--- src/rtl/sfd_pkg.sv ---
// Shared types and constants for the serial frame deframer.
// No dependencies; imported by the parser, output stage and top level.
package sfd_pkg;

    // parser phase codes
    localparam logic [3:0] PH_START   = 4'd0;
    localparam logic [3:0] PH_LEN_HI  = 4'd1;
    localparam logic [3:0] PH_LEN_LO  = 4'd2;
    localparam logic [3:0] PH_HDR0    = 4'd3;
    localparam logic [3:0] PH_HDR5    = 4'd8;
    localparam logic [3:0] PH_PAYLOAD = 4'd9;
    localparam logic [3:0] PH_CHECK   = 4'd10;
    localparam logic [3:0] PH_END     = 4'd11;

    localparam int HDR_BYTES = 6;

    // configuration register indexes
    localparam logic [1:0] CFG_START_BYTE  = 2'd0;
    localparam logic [1:0] CFG_END_BYTE    = 2'd1;
    localparam logic [1:0] CFG_MAX_PAYLOAD = 2'd2;

    // reset values of the configuration registers
    localparam logic [7:0] START_BYTE_RST  = 8'h02;
    localparam logic [7:0] END_BYTE_RST    = 8'h03;
    localparam logic [7:0] MAX_PAYLOAD_RST = 8'd99;

    // result kinds
    localparam logic KIND_PAYLOAD = 1'b0;
    localparam logic KIND_FRAME   = 1'b1;

    // error mask bits
    localparam int ERR_START = 0;
    localparam int ERR_END   = 1;
    localparam int ERR_SUM   = 2;
    localparam int ERR_LONG  = 3;

    typedef logic [7:0] byte_t;

    typedef struct packed {
        logic        kind;
        byte_t       data_byte;
        byte_t       byte_index;
        logic [15:0] length;
        byte_t       cmd;
        byte_t       dev_id;
        byte_t       dev_address;
        byte_t       dev_channel;
        byte_t       mode_byte;
        byte_t       response_time;
        logic [3:0]  error_mask;
    } result_t;

endpackage

--- src/rtl/sfd_parser.sv ---
// Frame parser: configuration registers, phase state machine and result build.
// Depends on sfd_pkg.
module sfd_parser (
    input  logic           aclk,
    input  logic           aresetn,
    input  logic           cfg_we,
    input  logic [1:0]     cfg_index,
    input  logic [7:0]     cfg_data,
    input  logic           in_accept,
    input  logic [7:0]     in_byte,
    output logic           res_valid,
    output sfd_pkg::result_t res
);
    import sfd_pkg::*;

    byte_t       start_byte_reg, end_byte_reg, max_payload_reg;
    logic [3:0]  phase_reg, phase_next;
    byte_t       count_reg, count_next;
    logic [15:0] len_reg, len_next;
    byte_t       hdr_reg [HDR_BYTES];
    byte_t       hdr_next [HDR_BYTES];
    byte_t       xor_reg, xor_next;
    logic        start_bad_reg, start_bad_next;
    logic        sum_bad_reg, sum_bad_next;
    logic [2:0]  hdr_sel;
    byte_t       count_inc;

    assign hdr_sel   = 3'(phase_reg - PH_HDR0);
    assign count_inc = count_reg + 8'd1;

    always_comb begin
        phase_next     = phase_reg;
        count_next     = count_reg;
        len_next       = len_reg;
        hdr_next       = hdr_reg;
        xor_next       = xor_reg;
        start_bad_next = start_bad_reg;
        sum_bad_next   = sum_bad_reg;
        res_valid      = 1'b0;
        res.kind       = KIND_FRAME;
        res.data_byte  = 8'd0;
        res.byte_index = 8'd0;
        res.error_mask = 4'd0;

        case (phase_reg)
            PH_START: begin
                start_bad_next = (in_byte != start_byte_reg);
                sum_bad_next   = 1'b0;
                xor_next       = 8'd0;
                count_next     = 8'd0;
                len_next       = 16'd0;
                for (int i = 0; i < HDR_BYTES; i++) hdr_next[i] = 8'd0;
                phase_next     = PH_LEN_HI;
            end
            PH_LEN_HI: begin
                len_next   = {in_byte, 8'd0};
                xor_next   = xor_reg ^ in_byte;
                phase_next = PH_LEN_LO;
            end
            PH_LEN_LO: begin
                len_next = {len_reg[15:8], in_byte};
                xor_next = xor_reg ^ in_byte;
                if ({len_reg[15:8], in_byte} > {8'd0, max_payload_reg}) begin
                    res_valid                = 1'b1;
                    res.error_mask[ERR_LONG]  = 1'b1;
                    res.error_mask[ERR_START] = start_bad_reg;
                    phase_next               = PH_START;
                end else begin
                    phase_next = PH_HDR0;
                end
            end
            PH_PAYLOAD: begin
                xor_next       = xor_reg ^ in_byte;
                res_valid      = 1'b1;
                res.kind       = KIND_PAYLOAD;
                res.data_byte  = in_byte;
                res.byte_index = count_reg;
                count_next     = count_inc;
                if ({8'd0, count_inc} >= len_reg) phase_next = PH_CHECK;
            end
            PH_CHECK: begin
                sum_bad_next = (in_byte != xor_reg);
                phase_next   = PH_END;
            end
            PH_END: begin
                res_valid                = 1'b1;
                res.error_mask[ERR_START] = start_bad_reg;
                res.error_mask[ERR_END]   = (in_byte != end_byte_reg);
                res.error_mask[ERR_SUM]   = sum_bad_reg;
                phase_next               = PH_START;
            end
            default: begin
                if (phase_reg >= PH_HDR0 && phase_reg <= PH_HDR5) begin
                    hdr_next[hdr_sel] = in_byte;
                    xor_next          = xor_reg ^ in_byte;
                    if (phase_reg == PH_HDR5)
                        phase_next = (len_reg == 16'd0) ? PH_CHECK : PH_PAYLOAD;
                    else
                        phase_next = phase_reg + 4'd1;
                end else begin
                    phase_next = PH_START;
                end
            end
        endcase

        // header and length as they stand after this word
        res.length        = len_next;
        res.cmd           = hdr_next[0];
        res.dev_id        = hdr_next[1];
        res.dev_address   = hdr_next[2];
        res.dev_channel   = hdr_next[3];
        res.mode_byte     = hdr_next[4];
        res.response_time = hdr_next[5];
    end

    always_ff @(posedge aclk) begin
        if (!aresetn) begin
            start_byte_reg  <= START_BYTE_RST;
            end_byte_reg    <= END_BYTE_RST;
            max_payload_reg <= MAX_PAYLOAD_RST;
        end else if (cfg_we) begin
            case (cfg_index)
                CFG_START_BYTE:  start_byte_reg  <= cfg_data;
                CFG_END_BYTE:    end_byte_reg    <= cfg_data;
                CFG_MAX_PAYLOAD: max_payload_reg <= cfg_data;
                default: ;
            endcase
        end
    end

    always_ff @(posedge aclk) begin
        if (!aresetn) begin
            phase_reg     <= PH_START;
            count_reg     <= 8'd0;
            len_reg       <= 16'd0;
            xor_reg       <= 8'd0;
            start_bad_reg <= 1'b0;
            sum_bad_reg   <= 1'b0;
            for (int i = 0; i < HDR_BYTES; i++) hdr_reg[i] <= 8'd0;
        end else if (in_accept) begin
            phase_reg     <= phase_next;
            count_reg     <= count_next;
            len_reg       <= len_next;
            xor_reg       <= xor_next;
            start_bad_reg <= start_bad_next;
            sum_bad_reg   <= sum_bad_next;
            hdr_reg       <= hdr_next;
        end
    end

endmodule

--- src/rtl/sfd_out_reg.sv ---
// Result register between the parser and the output channel.
// Depends on sfd_pkg.
module sfd_out_reg (
    input  logic             aclk,
    input  logic             aresetn,
    input  logic             load,
    input  sfd_pkg::result_t res,
    output logic             m_valid,
    input  logic             m_ready,
    output logic             free,
    output sfd_pkg::result_t m_res
);
    import sfd_pkg::*;

    logic    valid_reg, valid_next;
    result_t res_reg;

    // slot frees up in the same cycle its word is taken
    assign free    = !valid_reg || m_ready;
    assign m_valid = valid_reg;
    assign m_res   = res_reg;

    always_comb begin
        valid_next = valid_reg;
        if (valid_reg && m_ready) valid_next = 1'b0;
        if (load) valid_next = 1'b1;
    end

    always_ff @(posedge aclk) begin
        if (!aresetn) valid_reg <= 1'b0;
        else          valid_reg <= valid_next;
    end

    always_ff @(posedge aclk) begin
        if (load) res_reg <= res;
    end

endmodule

--- src/rtl/serial_frame_deframer.sv ---
// Serial frame deframer top level: config port, parser and result register.
// Depends on sfd_pkg, sfd_parser and sfd_out_reg.
//
// Takes one received byte per cycle while s_ready is high, and splits the
// stream into frames of start, 16-bit length, six header bytes, payload,
// XOR checksum and end byte. Every payload byte comes out as a word of kind
// 0 as it arrives; the end byte (or a length above max_payload, right at the
// low length byte) gives one word of kind 1 with the header fields and error
// mask. Each byte passes through the phase state machine into a single
// result register; s_ready is high while that register is empty or being
// read, so bytes flow back to back at one per cycle while words are taken.
// Config writes are always ready and take effect on the next byte.
module serial_frame_deframer (
    input  logic        aclk,
    input  logic        aresetn,
    input  logic        cfg_valid,
    output logic        cfg_ready,
    input  logic [1:0]  cfg_index,
    input  logic [7:0]  cfg_data,
    input  logic        s_valid,
    output logic        s_ready,
    input  logic [7:0]  s_rx_byte,
    output logic        m_valid,
    input  logic        m_ready,
    output logic        m_kind,
    output logic [7:0]  m_data_byte,
    output logic [7:0]  m_byte_index,
    output logic [15:0] m_length,
    output logic [7:0]  m_cmd,
    output logic [7:0]  m_dev_id,
    output logic [7:0]  m_dev_address,
    output logic [7:0]  m_dev_channel,
    output logic [7:0]  m_mode_byte,
    output logic [7:0]  m_response_time,
    output logic [3:0]  m_error_mask
);
    import sfd_pkg::*;

    logic    in_accept;
    logic    res_valid;
    logic    slot_free;
    result_t res, m_res;

    assign cfg_ready = 1'b1;
    assign s_ready   = slot_free;
    assign in_accept = s_valid && slot_free;

    sfd_parser u_parser (
        .aclk      (aclk),
        .aresetn   (aresetn),
        .cfg_we    (cfg_valid && cfg_ready),
        .cfg_index (cfg_index),
        .cfg_data  (cfg_data),
        .in_accept (in_accept),
        .in_byte   (s_rx_byte),
        .res_valid (res_valid),
        .res       (res)
    );

    sfd_out_reg u_out (
        .aclk    (aclk),
        .aresetn (aresetn),
        .load    (in_accept && res_valid),
        .res     (res),
        .m_valid (m_valid),
        .m_ready (m_ready),
        .free    (slot_free),
        .m_res   (m_res)
    );

    assign m_kind          = m_res.kind;
    assign m_data_byte     = m_res.data_byte;
    assign m_byte_index    = m_res.byte_index;
    assign m_length        = m_res.length;
    assign m_cmd           = m_res.cmd;
    assign m_dev_id        = m_res.dev_id;
    assign m_dev_address   = m_res.dev_address;
    assign m_dev_channel   = m_res.dev_channel;
    assign m_mode_byte     = m_res.mode_byte;
    assign m_response_time = m_res.response_time;
    assign m_error_mask    = m_res.error_mask;

endmodule

--- config.mk ---
export PLATFORM = sky130hd
export DESIGN_NAME = serial_frame_deframer
export DESIGN_NICKNAME = d
export VERILOG_FILES = /design/src/rtl/sfd_pkg.sv /design/src/rtl/sfd_parser.sv /design/src/rtl/sfd_out_reg.sv /design/src/rtl/serial_frame_deframer.sv
export SDC_FILE = /design/constraint.sdc
export NUM_CORES = 1
export LEC_CHECK = 0
export ABC_AREA = 1
export BUFFER_PORTS_ARGS = -buffer_cell sky130_fd_sc_hd__buf_2
export CAP_MARGIN = 20
export CORE_MARGIN = 4
export CORE_UTILIZATION = 53
export DETAILED_ROUTE_END_ITERATION = 8
export MAX_ROUTING_LAYER = met4
export PLACE_DENSITY_LB_ADDON = 0.1
export SYNTH_ARGS = -nofsm -noshare
export SYNTH_HDL_FRONTEND = slang
export SYNTH_SLANG_ARGS = --single-unit
--- constraint.sdc ---
create_clock -name aclk -period 3.8 [get_ports aclk]
set_clock_uncertainty 0.15 [all_clocks]
set_input_delay 0.19 -clock aclk [delete_from_list [all_inputs] [get_ports aclk]]
set_output_delay 0.19 -clock aclk [all_outputs]
set_load 0.02 [all_outputs]
Word-level counts from Yosys, hierarchy flattened
Index checks and enable logic that the tools add are counted.
- add/subtract/negate cells: 3
- multipliers: 0
- div/mod/pow operators: 0
- magnitude comparators: 6
- equal/unequal tests: 12
- shifts and indexed selects: 0
- multiplexer cells: 23
- bitwise gates (word level): 3
- reduce and logical (&&, ||, !) cells: 26
- operators by type and width (kind ; number):
    $pmux 48 s2 ; 1
    $bwmux 48 ; 1
    $mux 48 ; 1
    $pmux 16 s3 ; 1
    $demux 8 s3 ; 1
    $ne 8x8->1 ; 3
    $pmux 4 s6 ; 1
    $pmux 8 s3 ; 1
    $mux 17 ; 1
    $eq 4x4->1 const B ; 4
    $ge 8x16->1 ; 1
    $gt 16x8->1 ; 1
    $logic_not 16->1 ; 1
    $mux 8 ; 2
    $pmux 8 s2 ; 1
    $reduce_and 2->1 ; 7
    $mux 4 ; 3
    $add 8x1->8 const B ; 1
    $xor 8x8->8 ; 1
    $pmux 1 s2 ; 3
    $reduce_bool 2->1 ; 3
    $logic_and 1x1->1 ; 5
    $reduce_or 5->1 ; 1
    $add 4x1->4 const B ; 1
    other kinds (22) ; 27
- flip-flop bits (word level): 196
- bits in latches: 0
- memory bits (writable): 0
- memory bits (read-only): 0
- bits of input ports: 23
- output and inout port bits: 88
- word-level logic and storage cells: 102
- memories: 0

Logic depth before layout (Yosys ltp)
Gate-level depths: netlist (run 1).
- depth after elaboration: 9
- mapped depth: 17
- gate-level depth less buffers: 17

Modules after synthesis
A second synthesis (run 1) with hierarchy kept.
- cell total of the unflattened synthesis: 1135
- area, all modules: 9755.6 µm²
- by module, submodules not included (module ; times used ; cells each ; area an instance (µm²) ; sequential area each (µm²)):
    sfd_parser ; 1 ; 1038 ; 7128.1 ; 2202.1
    sfd_out_reg ; 1 ; 91 ; 2598.7 ; 2572.5
    serial_frame_deframer ; 1 ; 6 ; 28.8 ; 0.0

Least setup slack after synthesis (run 1)
Ideal clock, no wire load.
- path kind: reg-to-reg
- start: register u_parser.phase_reg[0]
- end: register u_out.res_reg, in the netlist u_out.m_res[0] (enable)
- arrival time: 3.090 ns
- path slack: 0.121 ns
- stages on the path, launching flop included: 9
- path buffers: 0
- clock period less this slack: 3.679 ns
- path through: dfxtp_1 inv_1 ha_1 inv_1 nor2_1 nand3_1 nand2_1 nand2_1 inv_1
- longest elaborated chain between the ends: 4
- elaborated cells between the ends (all ways): 6
- those cells by class: eq/ne: 3; mux: 1; reduce/logical: 2
- ends and longest elaborated chain (item ; line ; RTL):
    start: declaration ; sfd_parser.sv:17 ; logic [3:0] phase_reg, phase_next;
    start signal: assignment ; sfd_parser.sv:141 ; phase_reg <= phase_next;
    $eq 4x4->1 ; sfd_parser.sv:45 ; case (phase_reg)
    $reduce_or 2->1 (no source line) ; -- ;
    $pmux 1 s2 * ; sfd_parser.sv:45 ;
    $logic_and 1x1->1 * ; serial_frame_deframer.sv:63 ; .load (in_accept && res_valid),
    net u_out.load ; sfd_out_reg.sv:6 ; input logic load,
    end signal: assignment ; sfd_out_reg.sv:35 ; if (load) res_reg <= res;
    end: declaration ; sfd_out_reg.sv:16 ; result_t res_reg;
Mark *: on every way through the listed nets, which the timed path passes. The rest lies on a longest branch.
A chain may end at the register's enable or synchronous reset.

Worst setup path in the final report (run 1)
- start: register u_parser.phase_reg[0]
- end: register u_out.res_reg, in the netlist u_out.m_res[2] (enable)
Same word-level chain as after synthesis.

==> results.md, run 1 <==
- Number of nets in the finished design: 1,315
- Final hold slack: 17.41 ps
- Number of cells in the finished layout apart from fillers: 1,513
- Detail-routed net length per standard cell: 15.04 um
- Die width: 143.3 um
- Startpoint of the most critical setup path: u_parser.phase_reg[0]
- Cell type with the highest aggregate area in the netlist: edfxtp_1
- Cells after synthesis: 1,179
- Clk Latency, worst-skew pair: 430 ps
- Max-Cap Viols: 0
- Arrival time at the worst endpoint: 2850 ps
- Maximum number of pins on one net before global-route repair: 52
- Via count: 7,884
- Power per cell area: 477.7 nW/um^2
- Drt pass-1 iters: 6
- Flip-flop count of the largest register after layout: 85
- Type of the worst setup path: register to register
- Actual slew at the worst max-slew pin: 805.6 ps
- Area of placed instances: 10,290 um^2
- Iteration-0 DRC count of the detailed router: 701
- Number of global-route vias before repair: 7,113
- Num Clock Sinks: 196
- Count of state elements after synthesis: 196
- Ratio of routed vias to standard cells: 5.211
- Maximum fanout count along the critical path: 50
- Number of fill cells: 1,572
- Lkg Pwr: 5.197 nW
- Number of enable-type register cells in the synthesized netlist: 85
- DIE HEIGHT: 143.3 um
- Global-route total usage across every layer: 0.2336
- Number of buffer cells added on primary ports: 109
- Clock H-tree levels: 4
- Effective utilization at floorplan: 0.5403
- Placeable Area: 17,960 um^2
- Required @ worst endpoint: 3710 ps
- Biggest cell delay along the critical path: 500 ps
- Primary FF master, synth: dfxtp_1
- Leading cell type by number of instances after synthesis: nand2_1
- Min Clock Period, post-route: 2933 ps
- DRT Wirelength: 22,750 um
- Average cell area after synthesis: 8.232 um^2
- Residual overflow from global routing: 0
- Register area share after synthesis: 0.4919
- FF+latch area: 4775 um^2
- Type of element launching the critical path: register
- Number of pins with negative max-slew slack in the final report: 0
- Ports placed on the boundary: 111
- Cell with the largest stage delay on the worst path: buf_4
- Result of the run: complete, no violations
- Post-synth design cell area: 9706 um^2
- Count of warnings emitted by yosys: 0
- Placer congestion estimate: 0.8861
- Timing-limited maximum frequency: 0.3409 GHz
- Number of diodes: 0
- Category of the worst setup path capture point: register
- Share of Yosys cell area claimed by the top area cell type: 0.2630
- Initial antenna violation count: 0
- Count of unresolved DRC violations after routing: 0
- Cell-by-cell listing of the critical path: inv_1 > ha_1 > inv_1 > nor2_1 > nand3_1 > nand2_1 > nand2_1 > clkinv_2 > buf_4
- Post-synthesis to final-layout area growth: 13.58%
- Most frequent cells after synthesis: nand2_1, inv_1, a21oi_1, dfxtp_1, nor2_1
- Number of antenna-violating nets in the routed design: 0
- Area of combinational cells with multiple inputs: 3857 um^2
- Tot Pwr: 5.266 mW
- # setup viols final: 0
- Cell Count Post-Placement: 1,472
- Number of distinct library cell variants in the gate-level netlist after synthesis: 42
- Post-Synthesis Net Count: 1,223
- Cell at the root of the clock tree: clkbuf_16
- Unrepaired setup endpoints after global routing: no
- Clock slew at the register clock pins of the worst setup and hold paths: 70 ps
- Hold Path Depth: 4
- Die area: 20,540 um^2
- Detailed Place HPWL: 14,680 um
- Final cycle utilization of the critical path: 0.7719
- Fraction of registers with async set or reset after synthesis: 0
- Hold Startpoint: cfg_index[1]
- Count of endpoints failing hold in the final timing report: 0
- Relative slew margins: 0.4588
- Setup TNS: 0 ps
- Worst reg2reg path depth: 9
- Post-Layout Inst Area: 11,020 um^2
- Fraction of final layout cells sized beyond drive strength 1: 0.1628
- Hold/Removal Path Class: input pin to register
- Leading cell types by total area after synthesis: edfxtp_1, dfxtp_1, nand2_1
- Clock buffer count from CTS: 17
- TritonCTS clock tree: done
- Placement row count: 49
- Global-route wire length before repair: 36,500 um
- Max IR drop VDD: 398.4 uV
- Max Root-Sink Buffers: 2
- Worst r2r src: u_parser.phase_reg[0]
metal layers:
layer / track usage / routed length, um / share of wire
met1: 0.3227 / 10580 / 0.46
met2: 0.3600 / 10260 / 0.45
met3: 0.03760 / 1602 / 0.070
met4: 0.06640 / 309 / 0.014
met5: - / 0 / 0
kinds of logic (layout without fill, tap and decap cells):
logic type | count (synthesis) | after routing | synth area share
adder cells (fa/ha/maj) | 21 | 21 | 0.02707
other | 1 | 1 | 0.0003864
flip-flops | 196 | 196 | 0.4919
AO/OA/AOI/OAI | 254 | 254 | 0.1454
XOR/XNOR | 27 | 27 | 0.02436
buffers and inverters | 252 | 357 | 0.1109
AND/OR/NAND/NOR | 428 | 428 | 0.1999
cell usage in the layout, fill, tap and decap left out, drive strengths merged:
| master | count |
|---|---|
| nand4 | 4 |
| xnor2 | 5 |
| dfxtp | 111 |
| conb | 1 |
| a31oi | 1 |
| xor2 | 22 |
| clkinv | 8 |
| nand3 | 74 |
| a21oi | 136 |
| edfxtp | 85 |
| buf | 118 |
| clkinvlp | 3 |
| and2 | 1 |
| a41oi | 1 |
| bufinv | 4 |
| ha | 21 |
| o211ai | 4 |
| a21o | 2 |
| nor3 | 10 |
| o21ai | 93 |
| nor2 | 102 |
| inv | 198 |
| a21boi | 1 |
| clkbuf | 17 |
| nor4 | 2 |
| dlygate4sd3 | 9 |
| o22ai | 16 |
| nand2 | 235 |
power by group:
part	switching (mW)	internal, mW
Sequential	0.0594	2.34
Combinational	0.641	0.275
Clock	0.825	1.12
path summary, 6_finish.rpt:
path / slack, ps / to
worst max-delay path: 870 / u_out.m_res[2]
worst min-delay path: 20 / u_parser.start_byte_reg[1]
worst max register to register: 870 / u_out.m_res[2]
worst min register to register: 310 / u_parser.max_payload_reg[2]
metrics by stage:
stage | setup WS, ps | utilization
6_report | 866.7 | 0.6136
3_5_place_dp | 896.4 | 0.5728
4_1_cts | 881.1 | 0.6136
2_1_floorplan | 121.0 | -
3_3_place_gp | 957.9 | 0.5728
5_1_grt | 630.7 | 0.6136
critical path, delay by kind of cell (launching register included):
| kind | cells | cell delay, ps |
|---|---|---|
| adder cells (fa/ha/maj) | 1 | 290 |
| buffers and inverters | 4 | 980 |
| flip-flops | 1 | 460 |
| AND/OR/NAND/NOR | 4 | 670 |
repair_timing:
action                                 4_1_cts  5_1_grt
setup buffers                                0        0
gates resized for setup                      0        0
setup endpoints to repair                    0        0
hold buffers                                 9        0
endpoints found under the hold margin       25        0
cell type report:
cell class                 count  share of cell area
tap                          229             0.02599
clock buffer                  17             0.03859
timing repair buffer         127             0.06493
multi-input combinational    731              0.3499
sequential                   196              0.4331
inverter                     198             0.06765
clock inverter                15             0.01975
Power figures use the tool's default switching activity.
==> inputs of run 2 (changes only) <==
--- a/config.mk
+++ b/config.mk
@@ -5,11 +5,11 @@
 export SDC_FILE = /design/constraint.sdc
 export NUM_CORES = 1
 export LEC_CHECK = 0
-export ABC_AREA = 1
+export ABC_AREA = 0
 export BUFFER_PORTS_ARGS = -buffer_cell sky130_fd_sc_hd__buf_2
 export CAP_MARGIN = 20
 export CORE_MARGIN = 4
-export CORE_UTILIZATION = 53
+export CORE_UTILIZATION = 52
 export DETAILED_ROUTE_END_ITERATION = 8
 export MAX_ROUTING_LAYER = met4
 export PLACE_DENSITY_LB_ADDON = 0.1
==> constraint.sdc (replaced) <==
create_clock -name aclk -period 2.4 [get_ports aclk]
set_clock_uncertainty 0.15 [all_clocks]
set_input_delay 0.12 -clock aclk [delete_from_list [all_inputs] [get_ports aclk]]
set_output_delay 0.12 -clock aclk [all_outputs]
set_load 0.02 [all_outputs]
==> run 2 against run 1 <==
  * Sequential power is 50% higher
  * Worst hold slack better by 52 ps
  * Worst setup slack worse by 860 ps
  * Critical endpoint is now u_out.m_res[54]
==> results.md, run 2 <==
- Result of the run: complete, no violations
- Max IR drop VDD: 520.1 uV (+31%)
- Placement row count: 46 (-6.1%)
- Tot Pwr: 7.544 mW (+43%)
- Clock share of power: 0.380 (+0.011)
- Ports placed on the boundary: 111 (unchanged)
- Fraction of final layout cells sized beyond drive strength 1: 0.2746 (+0.1118)
- Initial antenna violation count: 0 (unchanged)
- Post-Synthesis Net Count: 835 (-32%)
- Clk Latency, worst-skew pair: 430 ps (about the same)
- Number of fill cells: 1,296 (-18%)
- Number of nets in the finished design: 996 (-24%)
- Complex-gate fraction of the synthesized area: 0.1913 (+0.04587)
- Number of cells in the finished layout apart from fillers: 1,181 (-22%)
- Power per cell area: 707.9 nW/um^2 (+48%)
- Die area: 18,520 um^2 (-9.9%)
- Wl on met1: 9364 um (-11%)
- Mux cell area share after synthesis: 0.02464 (+0.02464)
- Wire length on met3: 1123 um (-30%)
- Detailed Place HPWL: 14,280 um (-2.7%)
- Maximum number of pins on one net before global-route repair: 64 (+23%)
- Num Clock Sinks: 196 (unchanged)
- Maximum fanout count along the critical path: 15 (-70%)
- Number of diodes: 0 (unchanged)
- Final cycle utilization of the critical path: 0.9964 (+0.2245)
- Leading cell types by total area after synthesis: edfxtp_1, dfxtp_1, a22o_1
- Cell Count Post-Placement: 1,126 (-24%)
- Number of antenna-violating nets in the routed design: 0 (unchanged)
- Cell type with the highest aggregate area in the netlist: edfxtp_1
- DRT Wirelength: 21,640 um (-4.9%)
- Count of warnings emitted by yosys: 0 (unchanged)
- Clock buffer count from CTS: 17 (unchanged)
- # setup viols final: 0 (unchanged)
- Metal2 WL: 10,750 um (+4.8%)
- Comb pwr share: 0.141 (-0.033)
- TritonCTS clock tree: done
- Required @ worst endpoint: 2400 ps (-1310 ps)
- Net switching share of the total power: 0.2679 (-0.02180)
- Global-route wire length before repair: 33,730 um (-7.6%)
- Global-route total usage across every layer: 0.2384 (+0.004741)
- Leading cell types in the layout, fill and taps excluded: buf_2, dfxtp_1, edfxtp_1, nor2_1, buf_4
- Timing-limited maximum frequency: 0.4182 GHz (+23%)
- Max Root-Sink Buffers: 2 (unchanged)
- Number of global-route vias before repair: 6,632 (-6.8%)
- Worst r2r src: u_parser.max_payload_reg[1]
- Fraction of registers with async set or reset after synthesis: 0 (unchanged)
- Post-synthesis adder-cell area fraction: 0.03081 (+0.003733)
- Fraction of power consumed by sequential logic: 0.479 (+0.022)
- Residual overflow from global routing: 0 (unchanged)
- Post-Synth XOR/XNOR Area: 0.02582 (+0.001453)
- Cells after synthesis: 791 (-33%)
- Arrival time at the worst endpoint: 2390 ps (-460 ps)
- Flip-flop count of the largest register after layout: 85 (unchanged)
- Switching pwr: 2.021 mW (+32%)
- Category of the worst setup path capture point: register
- Post-synthesis to final-layout area growth: 24.95%
- Dominant combinational cell family by area after synthesis: compound AO/OA/AOI/OAI gates
- Hold Startpoint: cfg_index[0]
- Simple-gate share of the synthesized area: 0.1244 (-0.07555)
- Count of state elements after synthesis: 196 (unchanged)
- Type of the worst setup path: register to register
- Actual slew at the worst max-slew pin: 560.8 ps (-244.8 ps)
- Placer congestion estimate: 0.9011 (+1.7%)
- Cell internal pwr: 5.523 mW (+48%)
- Type of element launching the critical path: register
- DIE HEIGHT: 136.1 um (-5.1%)
- Hold/Removal Path Class: input pin to register
- Most frequent cells after synthesis: dfxtp_1, edfxtp_1, nor2_1, a22o_1, nand2_1
- Leading cell type by number of instances after synthesis: dfxtp_1
- Max-Cap Viols: 0 (unchanged)
- Post-synth design cell area: 8529 um^2 (-12%)
- Die width: 136.1 um (-5.1%)
- Lkg Pwr: 4.224 nW (-19%)
- Number of enable-type register cells in the synthesized netlist: 85 (unchanged)
- Placeable Area: 16,000 um^2 (-11%)
- Cell at the root of the clock tree: clkbuf_16
- Primary FF master, synth: dfxtp_1
- Leading cell type in the layout, fill and taps excluded: buf_2
- Number of pins with negative max-slew slack in the final report: 0 (unchanged)
- Via count: 6,801 (-14%)
- Average cell area after synthesis: 10.78 um^2 (+31%)
- Clock H-tree levels: 4 (unchanged)
- Uppermost routed layer: met4
- Number of distinct library cell variants in the gate-level netlist after synthesis: 63 (+50%)
- Count of unresolved DRC violations after routing: 0 (unchanged)
- Clock slew at the register clock pins of the worst setup and hold paths: 70 ps (about the same)
- Detail-routed net length per standard cell: 18.33 um (+22%)
- Number of buffer cells added on primary ports: 109 (unchanged)
- Count of endpoints failing hold in the final timing report: 0 (unchanged)
- Drt pass-1 iters: 5 (-1)
- Share of Yosys cell area claimed by the top area cell type: 0.2993 (+0.03626)
- Startpoint of the most critical setup path: u_parser.max_payload_reg[1]
- Iteration-0 DRC count of the detailed router: 492 (-30%)
- Relative slew margins: 0.6250 (+0.1662)
- Effective utilization at floorplan: 0.5331 (-0.007216)
- Ratio of routed vias to standard cells: 5.759 (+11%)
- Min Clock Period, post-route: 2391 ps (-541.9 ps)
- Unrepaired setup endpoints after global routing: yes
- Register area share after synthesis: 0.5598 (+0.06783)
[run 2: power by group through the flow]
stage	logic [mW]	clock network (mW)	registers, mW
4_1_cts	0.981	2.90	3.61
5_1_grt	1.16	3.04	3.62
3_5_place_dp	0.958	0	3.69
6_report	1.07	2.87	3.61
3_3_place_gp	0.935	0	3.68
2_1_floorplan	0.544	0	3.75
[run 2: path summary, 6_finish.rpt]
| path | endpoint | slack (ps) | cells after the start |
|---|---|---|---|
| worst min register to register | u_parser.hdr_reg[2] | 300 | 2 |
| worst min-delay path | u_parser.start_byte_reg[1] | 70 | 5 |
| worst max register to register | u_out.m_res[54] | 9 | 9 |
| worst max-delay path | u_out.m_res[54] | 9 | 9 |
[run 2: kinds of logic after synthesis]
| family | after synthesis |
|---|---|
| AO/OA/AOI/OAI | 220 |
| XOR/XNOR | 23 |
| adder cells (fa/ha/maj) | 21 |
| buffers and inverters | 92 |
| flip-flops | 196 |
| multiplexers | 21 |
| other | 1 |
| AND/OR/NAND/NOR | 217 |
[run 2: critical path, stage by stage (launching register included)]
cell       delay [ps]
dfxtp_2           320
inv_2              40
ha_4              260
nor2b_4           120
o211ai_1          110
a211oi_2          360
o31ai_2           140
a31oi_4           210
buf_4             210
clkbuf_16         180
[run 2: layer usage]
metal,vias to the layer above,global-route usage
li1,3244,-
met1,3307,0.3024
met2,216,0.3902
met3,34,0.03701
met4,0,0.08511
met5,-,-
[run 2: area by class of cell]
| type | instances | area, um^2 | share of cell area |
|---|---|---|---|
| clock buffers | 17 | 425.4 | 0.03992 |
| clock inverters | 15 | 166.4 | 0.01561 |
| well taps | 216 | 270.3 | 0.02536 |
| repair buffers | 194 | 1314 | 0.1233 |
| multi-input cells | 503 | 3547 | 0.3328 |
| flip-flops and latches | 196 | 4785 | 0.4489 |
| inverters | 40 | 150.1 | 0.01409 |
[run 2: stage by stage]
stage / setup TNS (ps) / hold slack (ps) / setup slack [ps] / instance area [um^2] / util
final: 0 / 69.66 / 8.589 / 10660 / 0.6661
after floorplan: -74280 / 95.11 / -873.9 / 8583 / -
after global placement: 0 / 230.5 / 60.45 / 9654 / 0.6034
after CTS: 0 / 61.48 / 5.868 / 10380 / 0.6485
after detailed placement: -601.2 / 242.3 / -73.82 / 9654 / 0.6034
after global routing: -3453 / 87.16 / -72.37 / 10660 / 0.6661
[run 2: timing repair]
| item | CTS | global route |
|---|---|---|
| pin swaps | 2 | 11 |
| setup buffers | 0 | 8 |
| endpoints found under the setup margin | 34 | 165 |
| hold buffers | 10 | 0 |
| cloned | 0 | 5 |
| hold endpoints to repair | 25 | 0 |
| gates resized for setup | 6 | 36 |
==> inputs of run 3 (changes only) <==
--- a/config.mk
+++ b/config.mk
@@ -6,11 +6,11 @@
 export NUM_CORES = 1
 export LEC_CHECK = 0
 export ABC_AREA = 0
-export BUFFER_PORTS_ARGS = -buffer_cell sky130_fd_sc_hd__buf_2
 export CAP_MARGIN = 20
 export CORE_MARGIN = 4
-export CORE_UTILIZATION = 52
+export CORE_UTILIZATION = 57
 export DETAILED_ROUTE_END_ITERATION = 8
+export DONT_BUFFER_PORTS = 1
 export MAX_ROUTING_LAYER = met4
 export PLACE_DENSITY_LB_ADDON = 0.1
 export SYNTH_ARGS = -nofsm -noshare
==> run 3 against run 2 <==
  * The run now ends with setup timing left
  * Core utilization increased by 4.5 points
  * Sequential share of layout area increased by 1.3 points
  * Critical path type unchanged
  * Final cell count decreased by 11%
  * Clock power about the same
  * Critical endpoint is now u_parser.phase_reg[1]
  * Worst hold slack got worse by 44 ps
==> results.md, run 3 (synthesis results as in run 2) <==
- Global-route total usage across every layer: 0.2632 (+0.02490)
- Hold/Removal Path Class: input pin to register
- Number of antenna-violating nets in the routed design: 0 (unchanged)
- Cell at the root of the clock tree: clkbuf_16
- Comb pwr share: 0.127 (-0.014)
- Placeable Area: 14,590 um^2 (-8.8%)
- Fraction of power consumed by sequential logic: 0.488 (+0.009)
- Leading cell type in the layout, fill and taps excluded: dfxtp_1
- Initial antenna violation count: 1 (+1)
- Count of endpoints failing hold in the final timing report: 0 (unchanged)
- Switching pwr: 1.972 mW (-2.4%)
- DRT Wirelength: 22,780 um (+5.3%)
- Global-route wire length before repair: 33,210 um (-1.6%)
- Max Root-Sink Buffers: 2 (unchanged)
- Detailed Place HPWL: 13,360 um (-6.4%)
- Timing-limited maximum frequency: 0.4084 GHz (-2.3%)
- Num Clock Sinks: 196 (unchanged)
- Number of pins with negative max-slew slack in the final report: 0 (unchanged)
- Register-to-register path setup slack: -50 ps (-60 ps)
- Worst reg2reg path depth: 12 (+3)
- Cell internal pwr: 5.576 mW (+0.96%)
- Clock slew at the register clock pins of the worst setup and hold paths: 70 ps (about the same)
- Die area: 16,980 um^2 (-8.3%)
- Hold Startpoint: s_rx_byte[4]
- Post-Layout Inst Area: 10,370 um^2 (-2.7%)
- Detail-routed net length per standard cell: 21.61 um (+18%)
- Violated checks: setup timing
- Area of placed instances: 8984 um^2 (-6.9%)
- Type of element launching the critical path: register
- Max-Cap Viols: 0 (unchanged)
- Final cycle utilization of the critical path: 1.020 (+0.02383)
- Result of the run: finished, violations left
- Placement row count: 44 (-4.3%)
- Type of the worst setup path: register to register
- Cell with the largest stage delay on the worst path: dfxtp_4
- Max IR drop VDD: 545.8 uV (+4.9%)
- TritonCTS clock tree: done
- Worst r2r src: u_parser.count_reg[1]
- Number of nets in the finished design: 901 (-9.5%)
- Die width: 130.3 um (-4.2%)
- Power per cell area: 728.0 nW/um^2 (+2.8%)
- Number of buffer cells added on primary ports: 0 (-100%)
- Placer congestion estimate: 0.9002 (about the same)
- Clock H-tree levels: 4 (unchanged)
- Biggest cell delay along the critical path: 370 ps (about the same)
- Iteration-0 DRC count of the detailed router: 642 (+30%)
- Clock buffer count from CTS: 17 (unchanged)
- Cell Count Post-Placement: 972 (-14%)
- Arrival time at the worst endpoint: 2670 ps (+280 ps)
- Count of unresolved DRC violations after routing: 0 (unchanged)
- Category of the worst setup path capture point: register
- Clock share of power: 0.385 (+0.005)
- Util after Layout: 0.7107 (+0.04463)
- Unrepaired setup endpoints after global routing: yes
- Flip-flop count of the largest register after layout: 85 (unchanged)
- Leading cell types in the layout, fill and taps excluded: dfxtp_1, edfxtp_1, nor2_1, a22o_1, nand2_1
- Number of diodes: 0 (unchanged)
- Post-synthesis to final-layout area growth: 21.56%
- Required @ worst endpoint: 2620 ps (+220 ps)
- Residual overflow from global routing: 0 (unchanged)
- Number of global-route vias before repair: 6,271 (-5.4%)
- Worst hold path endpoint: u_parser.sum_bad_reg
- Hold Path Depth: 5 (unchanged)
- Fraction of final layout cells sized beyond drive strength 1: 0.1770 (-0.09760)
- Actual slew at the worst max-slew pin: 1151 ps (+589.8 ps)
- Drt pass-1 iters: 6 (+1)
- Effective utilization at floorplan: 0.5846 (+0.05157)
- Maximum fanout count along the critical path: 4 (-11)
- # setup viols final: 30 (+30)
- Lkg Pwr: 3.818 nW (-9.6%)
- Clk Latency, worst-skew pair: 440 ps (about the same)
- Setup TNS: -692.0 ps (-692.0 ps)
- Final hold slack: 25.65 ps (-44.01 ps)
- Net switching share of the total power: 0.2613 (-0.006652)
- Min Clock Period, post-route: 2449 ps (+57.19 ps)
- Slack of the critical path: -48.60 ps (-57.19 ps)
- Critical register-to-register path endpoint: u_parser.phase_reg[1]
- Maximum number of pins on one net before global-route repair: 53 (-17%)
- Ports placed on the boundary: 111 (unchanged)
- Via count: 6,687 (-1.7%)
- DIE HEIGHT: 130.3 um (-4.2%)
- Ratio of routed vias to standard cells: 6.344 (+10%)
- Number of cells in the finished layout apart from fillers: 1,054 (-11%)
- Cell-by-cell listing of the critical path: nand3_1 > nor2_2 > buf_4 > nand3_1 > xnor2_1 > ha_1 > nand2_1 > a21oi_1 > o41ai_1 > a31oi_1 > o21ai_0 > a21oi_1
- Relative slew margins: 0.2304 (-0.3946)
run 3: area by class of cell:
| class | count | area, um^2 |
|---|---|---|
| Clock buffer | 21 | 440.4 |
| Multi-Input combinational cell | 503 | 3641 |
| Tap cell | 184 | 230.2 |
| Clock inverter | 11 | 151.4 |
| Sequential cell | 196 | 4785 |
| Inverter | 40 | 150.1 |
| Fill cell | 999 | 4220 |
| Timing Repair Buffer | 99 | 970.9 |
run 3: per-layer routing:
layer / track usage / share of wire / vias to the layer above
met3: 0.06222 / 0.071 / 66
met1: 0.3347 / 0.42 / 3225
met4: 0.1125 / 0.033 / 0
li1: - / - / 3058
met2: 0.4043 / 0.47 / 338
met5: - / 0 / -
run 3: power groups by stage:
stage / clock (mW) / combinational [mW] / sequential [mW]
final: 2.90 / 0.961 / 3.68
after floorplan: 0 / 0.544 / 3.75
after global routing: 3.06 / 1.04 / 3.69
after detailed placement: 0 / 0.714 / 3.76
after CTS: 2.91 / 0.847 / 3.68
after global placement: 0 / 0.693 / 3.75
run 3: worst max path at each step:
| stage | start | to | slack [ps] | depth (start not counted) |
|---|---|---|---|---|
| final | u_parser.count_reg[1] | u_parser.phase_reg[1] | -50 | 12 |
| after CTS | u_parser.count_reg[1] | u_parser.phase_reg[0] | 0.3 | 12 |
| after floorplan | u_parser.max_payload_reg[1] | u_out.m_res[0] | -870 | 7 |
| after global routing | u_parser.count_reg[1] | u_parser.phase_reg[0] | -150 | 12 |
| after global placement | u_parser.phase_reg[1] | u_out.m_res[22] | 30 | 6 |
| after detailed placement | u_parser.phase_reg[1] | u_out.m_res[21] | -70 | 6 |
run 3: critical path: cells and delay by family, from the launching register on:
family / cells / cell delay, ps
buffers and inverters: 1 / 140
AND/OR/NAND/NOR: 4 / 430
XOR/XNOR: 1 / 160
AO/OA/AOI/OAI: 5 / 830
flip-flops: 1 / 370
adder cells (fa/ha/maj): 1 / 300
run 3: per-stage QoR:
| step | worst slack [ps] | power (mW) |
|---|---|---|
| global placement | 30.71 | 4.448 |
| CTS | 0.2729 | 7.445 |
| detailed placement | -70.17 | 4.472 |
| finish | -48.60 | 7.548 |
| global route | -151.5 | 7.784 |
| floorplan | -873.9 | 4.293 |
run 3: timing repair:
action	4_1_cts	5_1_grt
pin swaps	1	11
hold buffers	38	0
endpoints found under the hold margin	169	0
gates cloned	0	4
endpoints found under the setup margin	30	149
buffers inserted	0	10
gates resized for setup	5	44
